[src/hdl/mslt_pkg.sv]
package mslt_pkg;

  // command codes
  localparam logic [1:0] CMD_INSERT = 2'd0;
  localparam logic [1:0] CMD_REMOVE = 2'd1;
  localparam logic [1:0] CMD_SHOW   = 2'd2;

  // result status codes
  localparam logic [2:0] ST_PUSHED    = 3'd0;
  localparam logic [2:0] ST_FULL      = 3'd1;
  localparam logic [2:0] ST_REMOVED   = 3'd2;
  localparam logic [2:0] ST_NOTFOUND  = 3'd3;
  localparam logic [2:0] ST_ENTRY     = 3'd4;
  localparam logic [2:0] ST_EMPTY     = 3'd5;
  localparam logic [2:0] ST_BADINDEX  = 3'd6;

  typedef struct packed {
    logic [1:0]         cmd;
    logic signed [31:0] code;
    logic               stack_index;
  } in_t;

  typedef struct packed {
    logic [2:0]         status;
    logic signed [31:0] value;
    logic               stack_used;
    logic [1:0]         position;
    logic               last;
  } out_t;

  // result handed from the sequencer to the output register
  typedef struct packed {
    logic valid;
    out_t res;
  } emit_t;

endpackage

[src/hdl/mslt_ram.sv]
module mslt_ram import mslt_pkg::*; #(
  parameter int DEPTH = 8,
  parameter int AW    = 3
) (
  input  logic               clk_i,
  input  logic               we_i,
  input  logic               re_i,
  input  logic [AW-1:0]      addr_i,
  input  logic signed [31:0] wdata_i,
  output logic signed [31:0] rdata_o
);

  logic signed [31:0] mem [DEPTH];

  always_ff @(posedge clk_i) begin
    if (we_i) begin
      mem[addr_i] <= wdata_i;
    end
    if (re_i) begin
      rdata_o <= mem[addr_i];
    end
  end

endmodule

[src/hdl/mslt_ctrl.sv]
module mslt_ctrl import mslt_pkg::*; #(
  parameter int STACK_DEPTH = 4,
  parameter int NUM_STACKS  = 2
) (
  input  logic  clk_i,
  input  logic  rst_ni,
  input  logic  in_valid_i,
  input  in_t   in_data_i,
  output logic  ready_o,
  input  logic  slot_free_i,
  output emit_t emit_o
);

  localparam int SIW   = (NUM_STACKS > 1) ? $clog2(NUM_STACKS) : 1;
  localparam int FW    = $clog2(STACK_DEPTH + 1);
  localparam int PW    = (STACK_DEPTH > 1) ? $clog2(STACK_DEPTH) : 1;
  localparam int WORDS = NUM_STACKS * STACK_DEPTH;
  localparam int AW    = (WORDS > 1) ? $clog2(WORDS) : 1;

  localparam logic [3:0] S_IDLE    = 4'd0;
  localparam logic [3:0] S_MIN     = 4'd1;
  localparam logic [3:0] S_PUSH    = 4'd2;
  localparam logic [3:0] S_RM_RD   = 4'd3;
  localparam logic [3:0] S_RM_CMP  = 4'd4;
  localparam logic [3:0] S_NF      = 4'd5;
  localparam logic [3:0] S_SH_RD   = 4'd6;
  localparam logic [3:0] S_SH_EMIT = 4'd7;
  localparam logic [3:0] S_BAD     = 4'd8;

  localparam logic [SIW-1:0] LAST_STACK = SIW'(NUM_STACKS - 1);
  localparam logic [FW-1:0]  FULL_LVL   = FW'(STACK_DEPTH);

  logic [3:0]     state_q, state_d;
  in_t            item_q, item_d;
  logic [SIW-1:0] idx_q, idx_d;
  logic [SIW-1:0] best_q, best_d;
  logic [FW-1:0]  best_fill_q, best_fill_d;
  logic [PW-1:0]  pos_q, pos_d;
  logic [FW-1:0]  fill_q [NUM_STACKS];

  logic [FW-1:0]      fill_rd;
  logic               fill_we;
  logic [FW-1:0]      fill_wval;
  logic               ram_we, ram_re;
  logic [AW-1:0]      ram_addr;
  logic signed [31:0] ram_rdata;
  logic [FW-1:0]      top_slot;
  logic               upd_best;
  logic               code_match;

  assign fill_rd    = fill_q[idx_q];
  assign top_slot   = FW'(fill_rd - 1'b1);
  // separate compares: fill level against the current minimum, and code match
  assign upd_best   = (idx_q == '0) || (fill_rd < best_fill_q);
  assign code_match = (ram_rdata == item_q.code);
  assign ready_o    = (state_q == S_IDLE);

  always_comb begin
    state_d     = state_q;
    item_d      = item_q;
    idx_d       = idx_q;
    best_d      = best_q;
    best_fill_d = best_fill_q;
    pos_d       = pos_q;
    fill_we     = 1'b0;
    fill_wval   = fill_rd;
    ram_we      = 1'b0;
    ram_re      = 1'b0;
    ram_addr    = AW'(32'(idx_q) * STACK_DEPTH + 32'(pos_q));
    emit_o      = '0;

    case (state_q)
      S_IDLE: begin
        if (in_valid_i) begin
          item_d = in_data_i;
          idx_d  = '0;
          pos_d  = '0;
          case (in_data_i.cmd)
            CMD_INSERT: state_d = S_MIN;
            CMD_REMOVE: state_d = S_RM_RD;
            CMD_SHOW: begin
              if (32'(in_data_i.stack_index) >= NUM_STACKS) begin
                state_d = S_BAD;
              end else begin
                idx_d   = SIW'(in_data_i.stack_index);
                state_d = S_SH_RD;
              end
            end
            default: state_d = S_IDLE;
          endcase
        end
      end

      S_MIN: begin
        if (upd_best) begin
          best_d      = idx_q;
          best_fill_d = fill_rd;
        end
        if (idx_q == LAST_STACK) begin
          idx_d   = upd_best ? idx_q : best_q;
          state_d = S_PUSH;
        end else begin
          idx_d = idx_q + 1'b1;
        end
      end

      S_PUSH: begin
        if (slot_free_i) begin
          emit_o.valid          = 1'b1;
          emit_o.res.value      = item_q.code;
          emit_o.res.stack_used = 1'(idx_q);
          emit_o.res.last       = 1'b1;
          if (best_fill_q == FULL_LVL) begin
            emit_o.res.status = ST_FULL;
          end else begin
            emit_o.res.status   = ST_PUSHED;
            emit_o.res.position = 2'(best_fill_q);
            ram_we    = 1'b1;
            ram_addr  = AW'(32'(idx_q) * STACK_DEPTH + 32'(best_fill_q));
            fill_we   = 1'b1;
            fill_wval = FW'(fill_rd + 1'b1);
          end
          state_d = S_IDLE;
        end
      end

      S_RM_RD: begin
        if (fill_rd != '0) begin
          ram_re   = 1'b1;
          ram_addr = AW'(32'(idx_q) * STACK_DEPTH + 32'(top_slot));
          state_d  = S_RM_CMP;
        end else if (idx_q == LAST_STACK) begin
          state_d = S_NF;
        end else begin
          idx_d = idx_q + 1'b1;
        end
      end

      S_RM_CMP: begin
        if (code_match) begin
          if (slot_free_i) begin
            emit_o.valid          = 1'b1;
            emit_o.res.status     = ST_REMOVED;
            emit_o.res.value      = ram_rdata;
            emit_o.res.stack_used = 1'(idx_q);
            emit_o.res.position   = 2'(top_slot);
            emit_o.res.last       = 1'b1;
            fill_we   = 1'b1;
            fill_wval = top_slot;
            state_d   = S_IDLE;
          end
        end else if (idx_q == LAST_STACK) begin
          state_d = S_NF;
        end else begin
          idx_d   = idx_q + 1'b1;
          state_d = S_RM_RD;
        end
      end

      S_NF: begin
        if (slot_free_i) begin
          emit_o.valid      = 1'b1;
          emit_o.res.status = ST_NOTFOUND;
          emit_o.res.value  = item_q.code;
          emit_o.res.last   = 1'b1;
          state_d = S_IDLE;
        end
      end

      S_SH_RD: begin
        if (fill_rd == '0) begin
          if (slot_free_i) begin
            emit_o.valid          = 1'b1;
            emit_o.res.status     = ST_EMPTY;
            emit_o.res.stack_used = 1'(idx_q);
            emit_o.res.last       = 1'b1;
            state_d = S_IDLE;
          end
        end else begin
          ram_re  = 1'b1;
          state_d = S_SH_EMIT;
        end
      end

      S_SH_EMIT: begin
        if (slot_free_i) begin
          emit_o.valid          = 1'b1;
          emit_o.res.status     = ST_ENTRY;
          emit_o.res.value      = ram_rdata;
          emit_o.res.stack_used = 1'(idx_q);
          emit_o.res.position   = 2'(pos_q);
          emit_o.res.last       = (FW'(pos_q) == top_slot);
          if (FW'(pos_q) == top_slot) begin
            state_d = S_IDLE;
          end else begin
            pos_d   = pos_q + 1'b1;
            state_d = S_SH_RD;
          end
        end
      end

      S_BAD: begin
        if (slot_free_i) begin
          emit_o.valid          = 1'b1;
          emit_o.res.status     = ST_BADINDEX;
          emit_o.res.stack_used = item_q.stack_index;
          emit_o.res.last       = 1'b1;
          state_d = S_IDLE;
        end
      end

      default: state_d = S_IDLE;
    endcase
  end

  // stack index is reset so the fill-level lookup is defined while idle
  always_ff @(posedge clk_i or negedge rst_ni) begin
    if (!rst_ni) begin
      state_q <= S_IDLE;
      idx_q   <= '0;
      for (int i = 0; i < NUM_STACKS; i++) begin
        fill_q[i] <= '0;
      end
    end else begin
      state_q <= state_d;
      idx_q   <= idx_d;
      if (fill_we) begin
        fill_q[idx_q] <= fill_wval;
      end
    end
  end

  always_ff @(posedge clk_i) begin
    item_q      <= item_d;
    best_q      <= best_d;
    best_fill_q <= best_fill_d;
    pos_q       <= pos_d;
  end

  mslt_ram #(
    .DEPTH (WORDS),
    .AW    (AW)
  ) u_ram (
    .clk_i   (clk_i),
    .we_i    (ram_we),
    .re_i    (ram_re),
    .addr_i  (ram_addr),
    .wdata_i (item_q.code),
    .rdata_o (ram_rdata)
  );

`ifndef SYNTHESIS
  a_fill_bound: assert property (@(posedge clk_i) disable iff (!rst_ni)
    fill_rd <= FULL_LVL) else $error("fill level above depth");
  a_emit_slot: assert property (@(posedge clk_i) disable iff (!rst_ni)
    emit_o.valid |-> slot_free_i) else $error("result emitted into busy slot");
  a_idle_quiet: assert property (@(posedge clk_i) disable iff (!rst_ni)
    (state_q == S_IDLE) |-> !emit_o.valid && !ram_re && !ram_we)
    else $error("activity while idle");
  a_write_push: assert property (@(posedge clk_i) disable iff (!rst_ni)
    ram_we |-> (state_q == S_PUSH) && fill_we) else $error("stray stack write");
  a_back_idle: assert property (@(posedge clk_i) disable iff (!rst_ni)
    (emit_o.valid && emit_o.res.last) |=> (state_q == S_IDLE))
    else $error("sequencer busy after last result");
`endif

endmodule

[src/hdl/multi_stack_least_loaded_top.sv]
// Channel | Direction | Handshake              | Payload
// in      | input     | in_valid_i / in_stall_o  | in_data_i  (in_t: cmd, code, stack_index)
// out     | output    | out_valid_o / out_stall_i | out_data_o (out_t: status, value,
//         |           |                        |   stack_used, position, last)
//
// One transaction at a time is worked by a sequencer around separate fill-level and code
// comparators and a single-port stack RAM. Steps per transaction, after the accept cycle:
// insert does one fill compare per stack, then the push; remove does a RAM read and
// top compare per non-empty stack; show does a RAM read and an emit per entry.
// Reset clears the fill counts at once; the RAM is not cleared and needs no pass.
// A stall on the output holds the sequencer at its next result; a new input
// transaction is taken while the last result still sits in the output register.
module multi_stack_least_loaded_top import mslt_pkg::*; #(
  parameter int STACK_DEPTH = 4,
  parameter int NUM_STACKS  = 2
) (
  input  logic clk_i,
  input  logic rst_ni,
  input  logic in_valid_i,
  output logic in_stall_o,
  input  in_t  in_data_i,
  output logic out_valid_o,
  input  logic out_stall_i,
  output out_t out_data_o
);

  logic  ready;
  logic  slot_free;
  emit_t emit;
  logic  out_valid_q, out_valid_d;
  out_t  out_data_q;

  // output register is free when empty or being drained this cycle
  assign slot_free  = !out_valid_q || !out_stall_i;
  assign in_stall_o = !ready;

  mslt_ctrl #(
    .STACK_DEPTH (STACK_DEPTH),
    .NUM_STACKS  (NUM_STACKS)
  ) u_ctrl (
    .clk_i       (clk_i),
    .rst_ni      (rst_ni),
    .in_valid_i  (in_valid_i),
    .in_data_i   (in_data_i),
    .ready_o     (ready),
    .slot_free_i (slot_free),
    .emit_o      (emit)
  );

  always_comb begin
    out_valid_d = out_valid_q;
    if (emit.valid) begin
      out_valid_d = 1'b1;
    end else if (!out_stall_i) begin
      out_valid_d = 1'b0;
    end
  end

  always_ff @(posedge clk_i or negedge rst_ni) begin
    if (!rst_ni) begin
      out_valid_q <= 1'b0;
    end else begin
      out_valid_q <= out_valid_d;
    end
  end

  // payload register, loaded only with a new result
  always_ff @(posedge clk_i) begin
    if (emit.valid) begin
      out_data_q <= emit.res;
    end
  end

  assign out_valid_o = out_valid_q;
  assign out_data_o  = out_data_q;

endmodule
[config.mk]
export PLATFORM = sky130hd
export DESIGN_NAME = multi_stack_least_loaded_top
export DESIGN_NICKNAME = d
export VERILOG_FILES = /design/src/hdl/mslt_pkg.sv /design/src/hdl/mslt_ram.sv /design/src/hdl/mslt_ctrl.sv /design/src/hdl/multi_stack_least_loaded_top.sv
export SDC_FILE = /design/constraint.sdc
export NUM_CORES = 1
export LEC_CHECK = 0
export BUFFER_PORTS_ARGS = -buffer_cell sky130_fd_sc_hd__buf_4
export CAP_MARGIN = 20
export CORE_MARGIN = 2
export CORE_UTILIZATION = 60
export DETAILED_ROUTE_END_ITERATION = 8
export PLACE_DENSITY = 0.78
export SLEW_MARGIN = 20
export SYNTH_ARGS = -nofsm -noshare
export SYNTH_HDL_FRONTEND = slang
export SYNTH_HIERARCHICAL = 1
export SYNTH_SLANG_ARGS = --single-unit
[constraint.sdc]
create_clock -name clk_i -period 16.9 [get_ports clk_i]
set_input_delay 1.69 -clock clk_i [delete_from_list [all_inputs] [get_ports clk_i]]
set_output_delay 1.69 -clock clk_i [all_outputs]
set_load 0.02 [all_outputs]
### After elaboration in Yosys (flattened, before gate mapping)

Memory sizes are Yosys's and may differ from the RTL's. A register that Yosys moved wholly into a read port is not among the register bits.
Cells that the tools add are included.

* register bits after elaboration: 90
* bits in latches: 0
* RAM bits: 256
* ROM bits: 0
* input port bits: 39
* output and inout port bits: 41
* word-level logic and storage cells: 139
* memories: 1

Memory list
* u_ctrl.u_ram.mem: depth 8, width 32, rd ports 1, clocked after Yosys merged registers in 1, write ports 1, line mslt_ram.sv:13 `logic signed [31:0] mem [DEPTH];`

* $add $sub $neg: 7
* $mul: 0
* div/mod/pow operators: 0
* order comparisons: 3
* equality and inequality tests: 21
* shifts and indexed selects: 0
* multiplexer cells: 71
* bitwise gates (word level): 2
* reductions and logical operators: 19

Operators with widths (number)
* $mux 40: 4
* $pmux 32 s4: 1
* $mux 4: 11
* $mux 3: 13
* $mux 36: 1
* $eq 32x32->1: 1
* $pmux 4 s7: 1
* $pmux 4 s6: 1
* $mux 1: 23
* $eq 4x3->1 const B: 4
* $pmux 3 s2: 2
* $reduce_and 4->1: 3
* $ne 2x2->1 const B: 5
* $pmux 1 s5: 2
* $pmux 3 s3: 1
* $eq 4x2->1 const B: 2
* $mux 2: 4
* $add 3x3->3: 2
* $bwmux 6: 1
* $pmux 2 s3: 1
* $eq 4x1->1 const B: 1
* $eq 4x4->1 const B: 1
* $logic_not 4->1: 1
* $ne 2x1->1 const B: 2
* 30 further kinds: 35

### Longest topological paths before layout

* depth after elaboration: 9
* depth in mapped cells: 17
* gate-level depth less buffers: 11

### Hierarchy

Netlist, hierarchy kept.

By module, submodules not included
* mslt_ram: instances 1, cells an instance 453, area each 10820.4 um^2, sequential area each 8648.3 um^2
* mslt_ctrl: instances 1, cells an instance 331, area each 3243.1 um^2, sequential area each 1446.4 um^2
* multi_stack_least_loaded_top: instances 1, cells an instance 43, area each 1211.2 um^2, sequential area each 1196.1 um^2

### Worst setup path before layout

Ideal clock, no wire load.

* path type: input to register
* from: input port out_stall_i
* to: memory u_ctrl.u_ram.mem[4][0] (enable)
* setup time: 461 ps
* arrival: 5623 ps
* required time: 16439 ps
* slack: 10816 ps
* cell stages on the path: 11
* buffers on the path: 4
* cells stage by stage: nand2_1 clkbuf_1 and3_1 nand2_1 o22ai_1 xnor2_1 buf_2 buf_2 buf_2 nand2_1 nor3_1

* elaborated cells on any way between the ends: 8
* classes of those cells: mux: 6; reduce/logical: 2

RTL lines
* from (decl): line multi_stack_least_loaded_top.sv:23 `input logic out_stall_i,`
* $logic_not 1->1
* $logic_or 1x1->1: line multi_stack_least_loaded_top.sv:34 `assign slot_free = !out_valid_q || !out_stall_i;`
* $mux 3: line mslt_ctrl.sv:108 `if (slot_free_i) begin`
* $pmux 3 s2: line mslt_ctrl.sv:72 `case (state_q)`
* net u_ctrl.ram_addr[2]: line mslt_ctrl.sv:45 `logic [AW-1:0] ram_addr;`
* to (decl): line mslt_ram.sv:13

The timed path passes the listed nets, and every way through them passes these cells.

### Final worst setup path

* from: register u_ctrl.idx_q
* to: memory u_ctrl.u_ram.mem[5][20] (enable)

* word-level cells in the longest chain between the ends: 8
* elaborated cells on any way between the ends: 13
* classes of those cells: add/sub: 4; mux: 7; bitwise: 1; reduce/logical: 1

Ends and longest elaborated chain
* from (decl): line mslt_ctrl.sv:35 `logic [SIW-1:0] idx_q, idx_d;`
* from (signal assigned): line mslt_ctrl.sv:226 `idx_q <= idx_d;`
* $not 1->2 (implied by the code): line mslt_ctrl.sv:51 `assign fill_rd = fill_q[idx_q];`
* $mux 3 (implied by the code) (3 in a row): line mslt_ctrl.sv:51
* $sub 3x1->3: line mslt_ctrl.sv:52 `assign top_slot = FW'(fill_rd - 1'b1);`
* $add 3x3->3: line mslt_ctrl.sv:130 `ram_addr = AW'(32'(idx_q) * STACK_DEPTH + 32'(top_slot));`
* $mux 3: line mslt_ctrl.sv:128 `if (fill_rd != '0) begin`
* $pmux 3 s2 *: line mslt_ctrl.sv:72
* net u_ctrl.ram_addr[2]: line mslt_ctrl.sv:45

The timed path passes the listed nets; every way through them passes the cells marked *. The select of a mux whose other input is x is not followed.

==> flow_summary.toml <==
[hold_path]
min_from = "out_valid_o"
holdPathStages = 1
hold_path.class = "flip-flop to flip-flop"
hold_path_end = "out_valid_o"

[floorplan]
fp.dieW_um = 164
start_util_pct = 60.8
dieArea_sq_um = 26800
io_pins = 80
die_h_um = 164
fp-row-count = 58
core_area_sq_um = 25100

[clock_tree]
clock_sinks = 378
post-cts-setup-buffers = 0
clk_pin_slew_worst_paths_ns = 0.06
cts_tree = "built"
numCtsBuffers = 39
ctsRootBufferMaster = "clkbuf_16"
clkLatencyLatePin_ns = 0.54
cts-resized-gates = 0
cts-htree-levels = 2
clock_path_buffers = 3
cts_hold_buf = 0

[timing]
clock.fmax_ghz = 0.194
finClkSkew_ns = 0.0186
fin_tns_setup_ns = 0
post-route-period-util_pct = 30.5
worst_pin_slew_ns = 1.07
drv_slew = 0
relSlewSlack_pct = 28.5
rsz0062_at_grt = "no"
setup_viol = 0
period_needed_ns = 5.16
hold_viol = 0

[synth]
ys_async_sr_fraction_pct = 3.17
synth_commonest_cells = "edfxtp_1, mux4_1, nand2_1, nor2_1"
synthFlopType = "edfxtp_1"
ys_seq_area_share_pct = 73.9
yosysMostFrequentCell = "edfxtp_1"
ys_warn_count = 6
avgSynthCellArea_sq_um = 18.5
synth.area.top_cells = "edfxtp_1, mux4_1, mux2_2"
synth.top_cell.area_share_pct = 72.0
synth_area_sq_um = 15300
synthDistinctLibCells = 55
synth_seq_cells = 378
synth_edf_count = 366
yosys.area.top_type = "edfxtp_1"
syn_nets = 876
synthesis.instances = 827

[routing]
post_drt_via_cell_ratio = 6.27
num_vias = 8051
finalWirelength_um = 31300
drt_iter0_markers = 819
drt_pass1_iterations = 6
ant_nets = 0
drc = 0
avgRoutedWirePerCell_um = 24.4

[pwr]
p_comb_share_pct = 32.8
p_sw_share_pct = 32.9
switching_power_mw = 1.11
p_seq_share_pct = 42.6
power_density_nw_per_um2 = 192
ir_worst_vdd_mv = 0.123
clkPwrFrac_pct = 24.6
p_leak_nw = 6.09
p_int_mw = 2.26

[placed_design]
place_area_sq_um = 16300
hpwl_um = 18300
gp_congestion = 0.879
io_buffers = 79

[setup_path]
reg2reg_setup_slack_ns = 11.74
crit_slowest_cell = "nor2_4"
path_cells = "clkinv_1, a21boi_0, ha_1, nor2_1, nand2_1, o22ai_1, xnor2_2, buf_4, nand2_1, nor2_4"
worstPathRequired_ns = 17.05
worstPathArrival_ns = 5.31
setup.worst_path.class = "flip-flop to flip-flop"
crit_fanout = 66
reg2reg_from = "u_ctrl/idx_q"
reg2reg_to = "u_ctrl/u_ram/mem[5][20]"
startpoint = "u_ctrl/idx_q"
rr_worst_depth = 10
end_kind = "flip-flop"
startpoint_type = "flip-flop"
slowest_delay_ns = 0.92
crit_top_cell = "nand2_1"

[global_routing]
grt_usage_pct = 24.2
use_met3_pct = 3.83
grt_pass1_wl_um = 47700
grt_pass1_vias = 8169
grt_max_degree = 67
overflow = 0
grt-busiest-layer = "met2"
antenna_found_initial = 0
met2_usage_pct = 39.9
use_met1_pct = 33.8

[finish]
antenna_cells = 0
num-fill-cells = 1547
final_layout_size_suffix_gt1_share_pct = 21.9
multiInputGateArea_sq_um = 3780
area_growth_syn_to_layout_pct = 15.2
final_util_pct = 70.1
stdcell_area_sq_um = 17600
register_area_sq_um = 11300
nNetsFinal = 973

[status]
outcome = "completed"

[flow_run]
cap_violations = 0
## registers in the layout, summed over array words and instances, names as in the netlist
register and flops:
u_ctrl/best_q 1, u_ctrl/pos_q 2, out_data_o 39, u_ctrl/u_ram/mem 256, u_ctrl/state_q 4, u_ctrl/fill_q 6, u_ctrl/item_q 33, u_ctrl/best_fill_q 3
u_ctrl/idx_q 1, u_ctrl/u_ram/rdata_o 32, out_valid_o 1
## area by class of cell
type                    count  share of cell area [%]
clock inverters            24                    1.39
flip-flops and latches    378                    64.2
clock buffers              47                    5.72
inverters                  20                   0.427
well taps                 330                    2.35
multi-input cells         388                    21.5
repair buffers             97                    4.48
## power by group through the flow
stage	sequential [mW]	combinational, mW	clock [mW]
after global placement	1.45	1.06	0
after CTS	1.44	1.11	0.839
after global routing	1.46	1.19	0.876
after detailed placement	1.45	1.09	0
after floorplan	1.46	0.747	0
final	1.44	1.11	0.828
## kinds of logic (layout without fill, tap and decap cells)
group                      after synthesis  after routing  share of synthesized area (%)
muxes                                  100            100                           11.9
and+or+nand+nor                        119            119                           3.66
xor gates and xnor gates                37             37                           2.12
DFF                                    378            378                           73.9
buffers and inverters                   61            188                           1.90
AOI/OAI and AO/OA                      122            122                           5.65
adders and majority gates               10             10                          0.819
## critical path: cells and delay by family, from the launching register on
family	cells	cell delay (ns)
simple gates	4	1.60
xor+xnor	1	0.14
fa+ha+maj	1	0.43
flops	1	0.76
buf+inv	2	1.25
compound gates	2	0.55
## worst max-delay path by stage
stage                                   end  cells past startpoint
floorplan            u_ctrl/u_ram/mem[4][0]                     11
global placement    u_ctrl/u_ram/mem[7][10]                      9
detailed placement  u_ctrl/u_ram/mem[7][10]                      9
CTS                  u_ctrl/u_ram/mem[7][8]                     10
global route        u_ctrl/u_ram/mem[5][24]                     10
finish              u_ctrl/u_ram/mem[5][20]                     10
## layer usage
| layer | up-vias | part of all wire (%) |
|---|---|---|
| met5 | - | 0 |
| met4 | 0 | 2.3 |
| met3 | 51 | 7.2 |
| met2 | 376 | 50 |
| met1 | 4089 | 41 |
| li1 | 3535 | - |
## cell usage in the layout, fill, tap and decap left out, types with 4 or more instances in the layout
cell,instances
buf_4,94
nor2b_1,5
xor2_1,33
clkbuf_16,39
nor3_1,7
mux4_2,9
o31ai_1,4
nand2_1,35
clkinv_2,7
nand2b_1,7
nor4_1,8
mux4_1,41
o22ai_1,10
a22o_1,33
a21oi_1,21
edfxtp_1,366
inv_1,18
clkinv_1,9
mux2i_1,17
a22oi_1,7
nor2_4,6
o21ai_0,19
mux2_2,33
nand3_1,8
nor2_1,29
ha_1,10
clkbuf_1,8
dfrtp_1,12
nor3_2,4
## through the flow
stage	cells	setup slack (ns)	power, mW	hold slack, ns
CTS	1282	11.76	3.38	0.506
detailed placement	1211	11.44	2.55	0.487
finish	1284	11.74	3.37	0.504
global route	1284	11.46	3.52	0.521
floorplan	827	10.82	2.21	0.423
global placement	1210	11.50	2.51	0.479
No activity file was read; power rests on OpenSTA's default activity.
